File: src/lse_pkg.sv
// shared types and codes for the lifo stack engine
package lse_pkg;

  localparam int LSE_DEPTH = 64;
  localparam int WORD_W    = 32;

  // command codes
  localparam logic [2:0] OP_PUSH  = 3'd0;
  localparam logic [2:0] OP_PRINT = 3'd1;
  localparam logic [2:0] OP_PEEK  = 3'd2;
  localparam logic [2:0] OP_POP   = 3'd3;
  localparam logic [2:0] OP_SWAP  = 3'd4;

  // status codes
  localparam logic [1:0] ST_OK    = 2'd0;
  localparam logic [1:0] ST_EMPTY = 2'd1;
  localparam logic [1:0] ST_SHORT = 2'd2;
  localparam logic [1:0] ST_FULL  = 2'd3;

  typedef struct packed {
    logic [2:0]               command;
    logic signed [WORD_W-1:0] push_value;
  } lse_in_t;

  typedef struct packed {
    logic signed [WORD_W-1:0] data_value;
    logic                     has_value;
    logic [1:0]               status;
    logic                     last;
  } lse_out_t;

  typedef enum logic [1:0] {
    RD_TOP  = 2'd0,
    RD_SEC  = 2'd1,
    RD_NEXT = 2'd2
  } rd_sel_t;

  typedef enum logic [1:0] {
    WR_PUSH    = 2'd0,
    WR_TOP_RD  = 2'd1,
    WR_SEC_TMP = 2'd2
  } wr_sel_t;

  typedef struct packed {
    logic       capture;
    logic       rd_en;
    rd_sel_t    rd_sel;
    logic       wr_en;
    wr_sel_t    wr_sel;
    logic       tmp_load;
    logic       cnt_inc;
    logic       cnt_dec;
    logic       ptr_load;
    logic       ptr_dec;
    logic       out_load;
    logic       out_has;
    logic [1:0] out_status;
    logic       out_last;
  } lse_ctl_t;

  typedef struct packed {
    logic [2:0] command;
    logic       empty;
    logic       short_stack;
    logic       full;
    logic       ptr_zero;
    logic       out_free;
  } lse_stat_t;

endpackage

File: src/lse_dpath.sv
// stack memory, entry count, walk pointer and result register
module lse_dpath #(
  parameter int STACK_DEPTH = lse_pkg::LSE_DEPTH
) (
  input  logic              clk,
  input  logic              rst,
  input  lse_pkg::lse_in_t  cmd_data,
  input  lse_pkg::lse_ctl_t ctl,
  output lse_pkg::lse_stat_t stat,
  output logic              res_valid,
  input  logic              res_stall,
  output lse_pkg::lse_out_t res_data
);
  import lse_pkg::*;

  localparam int AW = $clog2(STACK_DEPTH);
  localparam int CW = $clog2(STACK_DEPTH + 1);

  logic [WORD_W-1:0] mem [STACK_DEPTH];
  logic [WORD_W-1:0] rd_data;
  logic [WORD_W-1:0] tmp;
  logic [2:0]        command;
  logic [WORD_W-1:0] value;
  logic [CW-1:0]     count;
  logic [AW-1:0]     ptr;

  logic [CW-1:0]     cnt_m1;
  logic [CW-1:0]     cnt_m2;
  logic [AW-1:0]     rd_addr;
  logic [AW-1:0]     wr_addr;
  logic [WORD_W-1:0] wr_data;

  assign cnt_m1 = count - CW'(1);
  assign cnt_m2 = count - CW'(2);

  always_comb begin
    unique case (ctl.rd_sel)
      RD_TOP:  rd_addr = cnt_m1[AW-1:0];
      RD_SEC:  rd_addr = cnt_m2[AW-1:0];
      RD_NEXT: rd_addr = ptr - AW'(1);
      default: rd_addr = cnt_m1[AW-1:0];
    endcase
  end

  always_comb begin
    unique case (ctl.wr_sel)
      WR_PUSH: begin
        wr_addr = count[AW-1:0];
        wr_data = value;
      end
      WR_TOP_RD: begin
        wr_addr = cnt_m1[AW-1:0];
        wr_data = rd_data;
      end
      WR_SEC_TMP: begin
        wr_addr = cnt_m2[AW-1:0];
        wr_data = tmp;
      end
      default: begin
        wr_addr = count[AW-1:0];
        wr_data = value;
      end
    endcase
  end

  always_ff @(posedge clk) begin
    if (ctl.wr_en) begin
      mem[wr_addr] <= wr_data;
    end
  end

  always_ff @(posedge clk) begin
    if (ctl.rd_en) begin
      rd_data <= mem[rd_addr];
    end
  end

  always_ff @(posedge clk) begin
    if (ctl.capture) begin
      command <= cmd_data.command;
      value   <= cmd_data.push_value;
    end
    if (ctl.tmp_load) begin
      tmp <= rd_data;
    end
    if (ctl.ptr_load) begin
      ptr <= cnt_m1[AW-1:0];
    end else if (ctl.ptr_dec) begin
      ptr <= ptr - AW'(1);
    end
  end

  always_ff @(posedge clk) begin
    if (rst) begin
      count <= '0;
    end else if (ctl.cnt_inc) begin
      count <= count + CW'(1);
    end else if (ctl.cnt_dec) begin
      count <= cnt_m1;
    end
  end

  // result register, loaded only when free so a stalled result holds
  always_ff @(posedge clk) begin
    if (rst) begin
      res_valid <= 1'b0;
    end else if (ctl.out_load) begin
      res_valid <= 1'b1;
    end else if (!res_stall) begin
      res_valid <= 1'b0;
    end
  end

  always_ff @(posedge clk) begin
    if (ctl.out_load) begin
      res_data.data_value <= ctl.out_has ? rd_data : '0;
      res_data.has_value  <= ctl.out_has;
      res_data.status     <= ctl.out_status;
      res_data.last       <= ctl.out_last;
    end
  end

  always_comb begin
    stat.command     = command;
    stat.empty       = (count == '0);
    stat.short_stack = (count < CW'(2));
    stat.full        = (count >= CW'(STACK_DEPTH));
    stat.ptr_zero    = (ptr == '0);
    stat.out_free    = !res_valid || !res_stall;
  end

endmodule

File: src/lse_ctrl.sv
// sequencer for the stack commands
module lse_ctrl (
  input  logic               clk,
  input  logic               rst,
  input  logic               cmd_valid,
  output logic               cmd_stall,
  input  lse_pkg::lse_stat_t stat,
  output lse_pkg::lse_ctl_t  ctl
);
  import lse_pkg::*;

  typedef enum logic [6:0] {
    S_IDLE   = 7'b0000001,
    S_DECODE = 7'b0000010,
    S_PEEK   = 7'b0000100,
    S_SWAP_A = 7'b0001000,
    S_SWAP_B = 7'b0010000,
    S_SWAP_C = 7'b0100000,
    S_PRINT  = 7'b1000000
  } state_t;

  state_t state;
  state_t state_next;

  always_ff @(posedge clk) begin
    if (rst) begin
      state <= S_IDLE;
    end else begin
      state <= state_next;
    end
  end

  assign cmd_stall = (state != S_IDLE);

  always_comb begin
    ctl        = '0;
    state_next = state;
    unique case (state)
      S_IDLE: begin
        if (cmd_valid) begin
          ctl.capture = 1'b1;
          state_next  = S_DECODE;
        end
      end
      S_DECODE: begin
        unique case (stat.command)
          OP_PUSH: begin
            if (stat.out_free) begin
              ctl.out_load = 1'b1;
              ctl.out_last = 1'b1;
              if (stat.full) begin
                ctl.out_status = ST_FULL;
              end else begin
                ctl.out_status = ST_OK;
                ctl.wr_en      = 1'b1;
                ctl.wr_sel     = WR_PUSH;
                ctl.cnt_inc    = 1'b1;
              end
              state_next = S_IDLE;
            end
          end
          OP_PRINT, OP_PEEK: begin
            if (stat.empty) begin
              if (stat.out_free) begin
                ctl.out_load   = 1'b1;
                ctl.out_last   = 1'b1;
                ctl.out_status = ST_EMPTY;
                state_next     = S_IDLE;
              end
            end else begin
              ctl.rd_en  = 1'b1;
              ctl.rd_sel = RD_TOP;
              if (stat.command == OP_PRINT) begin
                ctl.ptr_load = 1'b1;
                state_next   = S_PRINT;
              end else begin
                state_next = S_PEEK;
              end
            end
          end
          OP_POP: begin
            if (stat.out_free) begin
              ctl.out_load   = 1'b1;
              ctl.out_last   = 1'b1;
              ctl.out_status = stat.empty ? ST_EMPTY : ST_OK;
              ctl.cnt_dec    = !stat.empty;
              state_next     = S_IDLE;
            end
          end
          OP_SWAP: begin
            if (stat.short_stack) begin
              if (stat.out_free) begin
                ctl.out_load   = 1'b1;
                ctl.out_last   = 1'b1;
                ctl.out_status = ST_SHORT;
                state_next     = S_IDLE;
              end
            end else begin
              ctl.rd_en  = 1'b1;
              ctl.rd_sel = RD_TOP;
              state_next = S_SWAP_A;
            end
          end
          // unused codes give no result
          default: state_next = S_IDLE;
        endcase
      end
      S_PEEK: begin
        if (stat.out_free) begin
          ctl.out_load   = 1'b1;
          ctl.out_has    = 1'b1;
          ctl.out_last   = 1'b1;
          ctl.out_status = ST_OK;
          state_next     = S_IDLE;
        end
      end
      S_SWAP_A: begin
        ctl.tmp_load = 1'b1;
        ctl.rd_en    = 1'b1;
        ctl.rd_sel   = RD_SEC;
        state_next   = S_SWAP_B;
      end
      S_SWAP_B: begin
        ctl.wr_en  = 1'b1;
        ctl.wr_sel = WR_TOP_RD;
        state_next = S_SWAP_C;
      end
      S_SWAP_C: begin
        if (stat.out_free) begin
          ctl.wr_en      = 1'b1;
          ctl.wr_sel     = WR_SEC_TMP;
          ctl.out_load   = 1'b1;
          ctl.out_last   = 1'b1;
          ctl.out_status = ST_OK;
          state_next     = S_IDLE;
        end
      end
      S_PRINT: begin
        // read data holds while the result register is busy
        if (stat.out_free) begin
          ctl.out_load   = 1'b1;
          ctl.out_has    = 1'b1;
          ctl.out_status = ST_OK;
          ctl.out_last   = stat.ptr_zero;
          if (stat.ptr_zero) begin
            state_next = S_IDLE;
          end else begin
            ctl.ptr_dec = 1'b1;
            ctl.rd_en   = 1'b1;
            ctl.rd_sel  = RD_NEXT;
          end
        end
      end
      default: state_next = S_IDLE;
    endcase
  end

endmodule

File: src/lifo_stack_engine_core.sv
// lifo stack engine: one command per transaction, results from a single output register
// push, pop, errors: result loaded in decode; peek: decode reads the top, peek loads it
// swap: decode, swap_a, swap_b, swap_c, set by the single read and write port of the memory
// print all: one result per cycle from the print state while the output is not stalled
// the result shows in the cycle after the last step; a new command is taken after that step
// rst (synchronous) empties the stack and drops any pending result; memory contents are kept
module lifo_stack_engine_core #(
  parameter int STACK_DEPTH = lse_pkg::LSE_DEPTH
) (
  input  logic             clk,
  input  logic             rst,
  input  logic             cmd_valid,
  output logic             cmd_stall,
  input  lse_pkg::lse_in_t cmd_data,
  output logic             res_valid,
  input  logic             res_stall,
  output lse_pkg::lse_out_t res_data
);
  import lse_pkg::*;

  lse_ctl_t  ctl;
  lse_stat_t stat;

  lse_ctrl u_ctrl (
    .clk       (clk),
    .rst       (rst),
    .cmd_valid (cmd_valid),
    .cmd_stall (cmd_stall),
    .stat      (stat),
    .ctl       (ctl)
  );

  lse_dpath #(
    .STACK_DEPTH (STACK_DEPTH)
  ) u_dpath (
    .clk       (clk),
    .rst       (rst),
    .cmd_data  (cmd_data),
    .ctl       (ctl),
    .stat      (stat),
    .res_valid (res_valid),
    .res_stall (res_stall),
    .res_data  (res_data)
  );

endmodule
File: config.mk
export PLATFORM = sky130hd
export DESIGN_NAME = lifo_stack_engine_core
export DESIGN_NICKNAME = d
export VERILOG_FILES = /design/src/lse_pkg.sv /design/src/lse_dpath.sv /design/src/lse_ctrl.sv /design/src/lifo_stack_engine_core.sv
export SDC_FILE = /design/constraint.sdc
export NUM_CORES = 2
export LEC_CHECK = 0
export BUFFER_PORTS_ARGS = -buffer_cell sky130_fd_sc_hd__buf_4
export CAP_MARGIN = 20
export CORE_ASPECT_RATIO = 1.4
export CORE_MARGIN = 2
export CORE_UTILIZATION = 30
export CTS_CLUSTER_SIZE = 12
export DETAILED_ROUTE_END_ITERATION = 12
export HOLD_SLACK_MARGIN = 0.1
export SETUP_SLACK_MARGIN = 0.1
export SYNTH_ARGS = -nofsm -noshare
export SYNTH_HDL_FRONTEND = slang
export SYNTH_SLANG_ARGS = --single-unit
File: constraint.sdc
create_clock -name clk -period 5.2 [get_ports clk]
set_clock_uncertainty 0.1 [all_clocks]
set_input_delay 0.52 -clock clk [delete_from_list [all_inputs] [get_ports clk]]
set_output_delay 0.52 -clock clk [all_outputs]
set_load 0.1 [all_outputs]
[Word level (Yosys, flattened, before mapping)]
Memory sizes are Yosys's and may differ from the RTL's. A register that Yosys moved wholly into a read port is not among the register bits.
Index checks and enable logic that the tools add are counted.
Cells by class
  muxes and demuxes: 64
  magnitude comparators: 2
  equality and inequality tests: 20
  $add $sub $neg: 4
  reduce and logical (&&, ||, !) cells: 13
Operators with widths (number)
  32-bit case mux with 2 select lines: 1
  7-bit 2-to-1 mux: 9
  3-bit 2-to-1 mux: 14
  7-bit case mux with 6 select lines: 1
  3-bit case mux with 4 select lines: 2
  6-bit case mux with 2 select lines: 2
  1-bit 2-to-1 mux: 22
  7-bit case mux with 3 select lines: 1
  6-bit 2-to-1 mux: 3
  3-bit case mux with 3 select lines: 2
  7-bit by 1-bit adder with 7-bit output (second input constant): 1
  7-bit by 1-bit equality test with 1-bit output (second input constant): 1
  7-bit by 2-bit equality test with 1-bit output (second input constant): 1
  7-bit by 3-bit equality test with 1-bit output (second input constant): 1
  7-bit by 4-bit equality test with 1-bit output (second input constant): 1
  7-bit by 5-bit equality test with 1-bit output (second input constant): 1
  7-bit by 6-bit equality test with 1-bit output (second input constant): 1
  7-bit equality test (second input constant): 1
  7-bit greater-or-equal comparator (second input constant): 1
  7-bit logical NOT: 1
  7-bit by 2-bit less-than comparator with 1-bit output (second input constant): 1
  7-bit by 1-bit inequality test with 1-bit output (second input constant): 1
  7-bit by 1-bit subtractor with 7-bit output (second input constant): 1
  3-bit by 2-bit equality test with 1-bit output (second input constant): 2
  21 further kinds: 31
Storage, ports and cells
  bits of input ports: 39
  register bits after elaboration: 124
  memories kept: 1
  memory bits (writable): 2048
Memory list
  u_dpath.mem: words 64, bits a word 32, read ports 1, clocked after Yosys merged registers in 1, wr ports 1, RTL line lse_dpath.sv:19  | logic [WORD_W-1:0] mem [STACK_DEPTH];

[Longest topological paths before layout]
  depth in word-level cells: 7
  depth in mapped cells: 21
  mapped depth without buffers: 15

[By module]
A second synthesis with hierarchy kept.
Second synthesis, totals
  cell total of the unflattened synthesis: 5157
  area, all modules: 86215.2 sq um
Modules (own cells, without submodules)
  lse_dpath: seq. area each 65893.2 sq um, cells each 5063, times used 1, area each 85515.8 sq um
  lse_ctrl: seq. area each 140.1 sq um, cells each 94, times used 1, area each 699.4 sq um

[Worst setup path after synthesis]
No wires, ideal clock.
  path type: flip-flop to flip-flop
  start: register u_dpath.res_valid
  end: memory u_dpath.mem[0][10], data pin
  path buffers: 4
  slack: -0.566 ns
  stages on the path, launching flop included: 10
  arrival time: 4.965 ns
  setup time: 0.702 ns
  cell sequence: dfxtp_1 and2_1 clkbuf_1 nor4_1 nand2_1 ha_1 clkbuf_1 clkbuf_1 clkbuf_1 o21ai_0
On the way
  longest elaborated chain between the ends: 7
  elaborated cells on any way between the ends: 9
  classes of those cells: 2 x eq/ne; 5 x mux; 2 x reduce/logical
Ends and longest elaborated chain
  from (decl): RTL line lse_dpath.sv:10  | output logic res_valid,
  from (signal assigned): RTL line lse_dpath.sv:106  | res_valid <= 1'b0;
  from (signal assigned): RTL line lse_dpath.sv:108  | res_valid <= 1'b1;
  from (signal assigned): RTL line lse_dpath.sv:110  | res_valid <= 1'b0;
  1-bit logical NOT (*): RTL line lse_dpath.sv:129  | stat.out_free = !res_valid || !res_stall;
  1-bit logical OR (*): RTL line lse_dpath.sv:129
  3-bit 2-to-1 mux: RTL line lse_ctrl.sv:48  | if (stat.out_free) begin
  3-bit 2-to-1 mux: RTL line lse_ctrl.sv:46  | unique case (stat.command)
  3-bit case mux with 3 select lines (*): RTL line lse_ctrl.sv:38  | unique case (state)
  2-bit equality test / 2-bit by 1-bit equality test with 1-bit output (equally long branches): RTL line lse_dpath.sv:46  | unique case (ctl.wr_sel)
  32-bit case mux with 2 select lines (*): RTL line lse_dpath.sv:46
  net u_dpath.wr_data[10]: RTL line lse_dpath.sv:31  | logic [WORD_W-1:0] wr_data;
  to (decl): RTL line lse_dpath.sv:19
Mark *: on every way through the listed nets, which the timed path passes. The rest lies on a longest branch.

[Final worst setup path]
  start: register u_ctrl.state[1]
  end: register u_dpath.rd_data[28] (read register of u_dpath.mem), data pin
On the way
  longest elaborated chain between the ends: 4
  elaborated cells on any way between the ends: 7
  classes of those cells: 5 x eq/ne; 2 x mux
Ends and longest elaborated chain
  from (decl): RTL line lse_ctrl.sv:22  | state_t state;
  from (signal assigned): RTL line lse_ctrl.sv:29  | state <= state_next;
  7-bit equality test, or another cell as far along: RTL line lse_ctrl.sv:38
  3-bit case mux with 3 select lines (*): RTL line lse_ctrl.sv:38
  2-bit equality test / 2-bit by 1-bit equality test with 1-bit output (equally long branches): RTL line lse_dpath.sv:37  | unique case (ctl.rd_sel)
  6-bit case mux with 2 select lines: RTL line lse_dpath.sv:37
  to (decl): RTL line lse_dpath.sv:20  | logic [WORD_W-1:0] rd_data;
Mark *: on every way between the ends. The rest lies on a longest branch, timed or not.
A chain may end at the register's enable or synchronous reset.

==> results_dict.tcl <==
set metrics [dict create \
    core-area_sq_um 297000 \
    htree_levels 4 \
    slew_violations 0 \
    net-switching-power_mw 7.78 \
    cts_root_buf "clkbuf_16" \
    row_count 237 \
    cts_sinks 2204 \
    tightest_slew_ps 1110 \
    netSwitchingFraction_pct 21.7 \
    synth_edf_count 2189 \
    seqPwrFrac_pct 56.2 \
    synth_top_family_by_area "compound AO/OA/AOI/OAI gates" \
    r2r_end "u_dpath.rd_data[28]$_DFFE_PP_" \
    finalSetupTns_ps 0 \
    drt_pass1_iterations 6 \
    synthDistinctLibCells 85 \
    numCtsBuffers 213 \
    p_leak_nw 33.4 \
    clkTransAtPathRegs_ps 60 \
    holdPathStages 2 \
    critPathMostFrequentCell "buf_4" \
    status "finished, final reports clean" \
    cp_max_fo 17 \
    slew_headroom_pct 26.0 \
    antenna_found_initial 11 \
    grt_pass1_vias 55000 \
    route.detailed.drc 0 \
    vias 54800 \
    yosys-top-cells-area "edfxtp_1, mux4_2, nand2_1, nand3_1, o22ai_1" \
    yosys_warnings 0 \
    cp.required_ps 5710 \
    cp_cell_sequence "nor2_1 > nand2_1 > or4b_2 > or3_4 > ha_4 > and2_1 > o31ai_4 > buf_4 > buf_16 > buf_4 > mux4_2 > a221oi_1 > o2bb2ai_1 > buf_12 > a311oi_2" \
    grt_setup_unrepaired "true" \
    endpoint_kind "flop" \
    drive_gt1_share_pct 17.8 \
    syn2layout_area_growth_pct 17.9 \
    grt_pass1_wl_um 389000 \
    layout.nets 6101 \
    dr.first_iter.drc_count 6370 \
    maxCapViolations 0 \
    p_int_mw 28.1 \
    yosysSeqAreaShare_pct 74.0 \
    syn_area_sq_um 89300 \
    finalHoldViolCount 0 \
    routed_wl_um 274000 \
    grt_overflow 0 \
    cp.arrival_ps 5500 \
    reg2reg_slack_ps 210 \
    r2r_start "u_ctrl.state[1]$_SDFFE_PP0P_" \
    synth_top_area_cell "edfxtp_1" \
    synth_simple_gate_area_share_pct 7.67 \
    synth-xor-area-share_pct 0.137 \
    gp_routability_congestion 0.856 \
    io_buffers 76 \
    synth_fa_ha_area_share_pct 0.140 \
    setup_viol 0 \
    synth_seq_cells 2204 \
    layout_min_cycle_time_ps 4990 \
    die_h_um 649 \
    synth_mux_area_share_pct 6.56 \
    power_density_nw_per_um2 340 \
    synth_top_area_share_pct 73.6 \
    ant_nets 0 \
    final_cells 10100 \
    synthesis.nets 5779 \
    peakVddDrop_mv 0.361 \
    cts_buffer_depth 4 \
    insertion_delay_ps 880 \
    avgRoutedWirePerCell_um 27.2 \
    io_pins 77 \
    clkPwrFrac_pct 38.3 \
    syn_inst 5730 \
    cts_tree "built" \
    slowest_stage "or4b_2" \
    min_from "cmd_data[11]" \
    critPathMaxStageDelay_ps 650 \
    dieArea_sq_um 302000 \
    fmax_ghz 0.201 \
    die_w_um 465 \
    initial_core_util_pct 30.1 \
    ys.flop_type "edfxtp_1" \
    synth_compound_area_share_pct 8.98 \
    hpwl_um 162000 \
    dp.cells 9729 \
    p_comb_share_pct 5.5 \
    ff2ff_path_depth 15 \
    min_delay_worst_endpoint "u_dpath.value[11]$_DFFE_PP_" \
    grt_util_all_layers_pct 17.5 \
    crit_path_start_kind "flop" \
    hold_class "in2reg" \
    syn_area_per_cell_sq_um 15.6 \
    grt_max_degree 104 \
    viasPerCell 5.44 \
    period_share_pct 95.9 \
    synthArstFlopShare_pct 0 \
    crit_type "reg2reg" \
]
kinds of logic (layout without fill, tap and decap cells):
| family | count (synthesis) | after routing |
|---|---|---|
| DFF | 2204 | 2204 |
| and+or+nand+nor | 1553 | 1553 |
| AOI/OAI and AO/OA | 1131 | 1131 |
| buffers and inverters | 499 | 863 |
| muxes | 319 | 319 |
| xor gates and xnor gates | 14 | 14 |
| adders and majority gates | 10 | 10 |
| other | 0 | 33 |
cell usage after synthesis, drive strengths merged (26+ instances only):
cell,number
edfxtp,2189
nand2,779
o21ai,190
o221ai,42
mux4,213
a31oi,65
and2,37
clkbuf,203
a211o,58
buf,214
a221oi,62
inv,82
a221o,32
o22ai,182
nand3,252
o311ai,58
nor2,223
o211ai,27
or3,85
mux2i,104
a32o,26
a21oi,186
a22oi,41
nor3,114
worst max path at each step:
stage                                        start                            end  depth (start not counted)
detailed placement    u_ctrl.state[0]$_SDFFE_PP1P_  u_dpath.rd_data[14]$_DFFE_PP_                         14
CTS                   u_ctrl.state[0]$_SDFFE_PP1P_  u_dpath.rd_data[23]$_DFFE_PP_                         15
global placement      u_ctrl.state[0]$_SDFFE_PP1P_  u_dpath.rd_data[14]$_DFFE_PP_                         14
floorplan           u_dpath.res_valid$_SDFFE_PP0P_   u_dpath.mem[0][10]$_DFFE_PP_                          9
global route          u_ctrl.state[1]$_SDFFE_PP0P_  u_dpath.rd_data[17]$_DFFE_PP_                         14
finish                u_ctrl.state[1]$_SDFFE_PP0P_  u_dpath.rd_data[28]$_DFFE_PP_                         15
power groups by stage:
stage / clock (mW) / sequential [mW] / combinational, mW
floorplan: 0 / 20.6 / 0.788
global placement: 0 / 20.5 / 1.82
detailed placement: 0 / 20.5 / 1.90
CTS: 14.0 / 20.1 / 1.93
global route: 14.5 / 20.1 / 2.05
finish: 13.7 / 20.1 / 1.96
layer usage:
metal	vias up	routed length [um]	global-route usage (%)
li1	23200	-	-
met1	28500	101000	20.9
met2	2577	135000	29.8
met3	575	19400	2.16
met4	2	18700	10.9
met5	-	13	0
sequential cells by signal, indices dropped and copies added (netlist names):
name	count
u_dpath.count	7
u_ctrl.state	7
u_dpath.ptr	6
u_dpath.tmp	32
u_dpath.value	32
u_dpath.mem	2048
u_dpath.command	3
u_dpath.res_data	36
u_dpath.res_valid	1
u_dpath.rd_data	32
placed cells by master, fill, tap and decap left out, types with 33 or more instances in the layout:
cell              n
a211o_1          58
a21oi_1         183
a221oi_1         59
a22oi_1          40
a31oi_1          65
and2_1           35
buf_12          164
buf_4           311
clkbuf_16       218
diode_2          33
dlygate4sd3_1    38
edfxtp_1       2189
inv_1            80
mux2i_1         104
mux4_2          213
nand2_1         779
nand3_1         252
nor2_1          152
nor2_4           69
nor3_1          110
o21ai_0         154
o21ai_4          33
o221ai_1         42
o22ai_1         182
o311ai_0         48
or3_1            84
critical path: cells and delay by family (launching register included):
family	cells	cell delay [ps]
AO/OA/AOI/OAI	4	1050
adder cells (fa/ha/maj)	1	210
buffers and inverters	4	830
flip-flops	1	360
multiplexers	1	500
AND/OR/NAND/NOR	5	1660
repair_timing:
| item | CTS | global route |
|---|---|---|
| setup buffers | 1 | 2 |
| endpoints found under the hold margin | 50 | 0 |
| hold buffers | 38 | 0 |
| endpoints found under the setup margin | 4 | 26 |
| resized for setup | 4 | 10 |
| pin swaps | 1 | 2 |
| gates cloned | 2 | 3 |
final cells by class:
type / instances / area [sq um]
clock buffers: 240 / 5480
fillers: 27600 / 192000
inverters: 82 / 313
diodes: 33 / 82.6
multi-input cells: 3027 / 22000
repair buffers: 524 / 6280
well taps: 3943 / 4930
flip-flops and latches: 2204 / 66000
clock inverters: 17 / 174
through the flow:
stage	setup slack, ps	power (mW)	utilization, %	instance area (sq um)	hold WS (ps)
after global placement	16.9	22.3	33.3	98800	407
after CTS	146	36.0	35.4	105000	224
after global routing	84.5	36.7	35.5	105000	257
final	213	35.8	35.5	105000	270
after detailed placement	84.7	22.4	33.3	98900	417
after floorplan	-566	21.4	-	89300	342
Note: power is estimated with default switching activity, not from simulation.
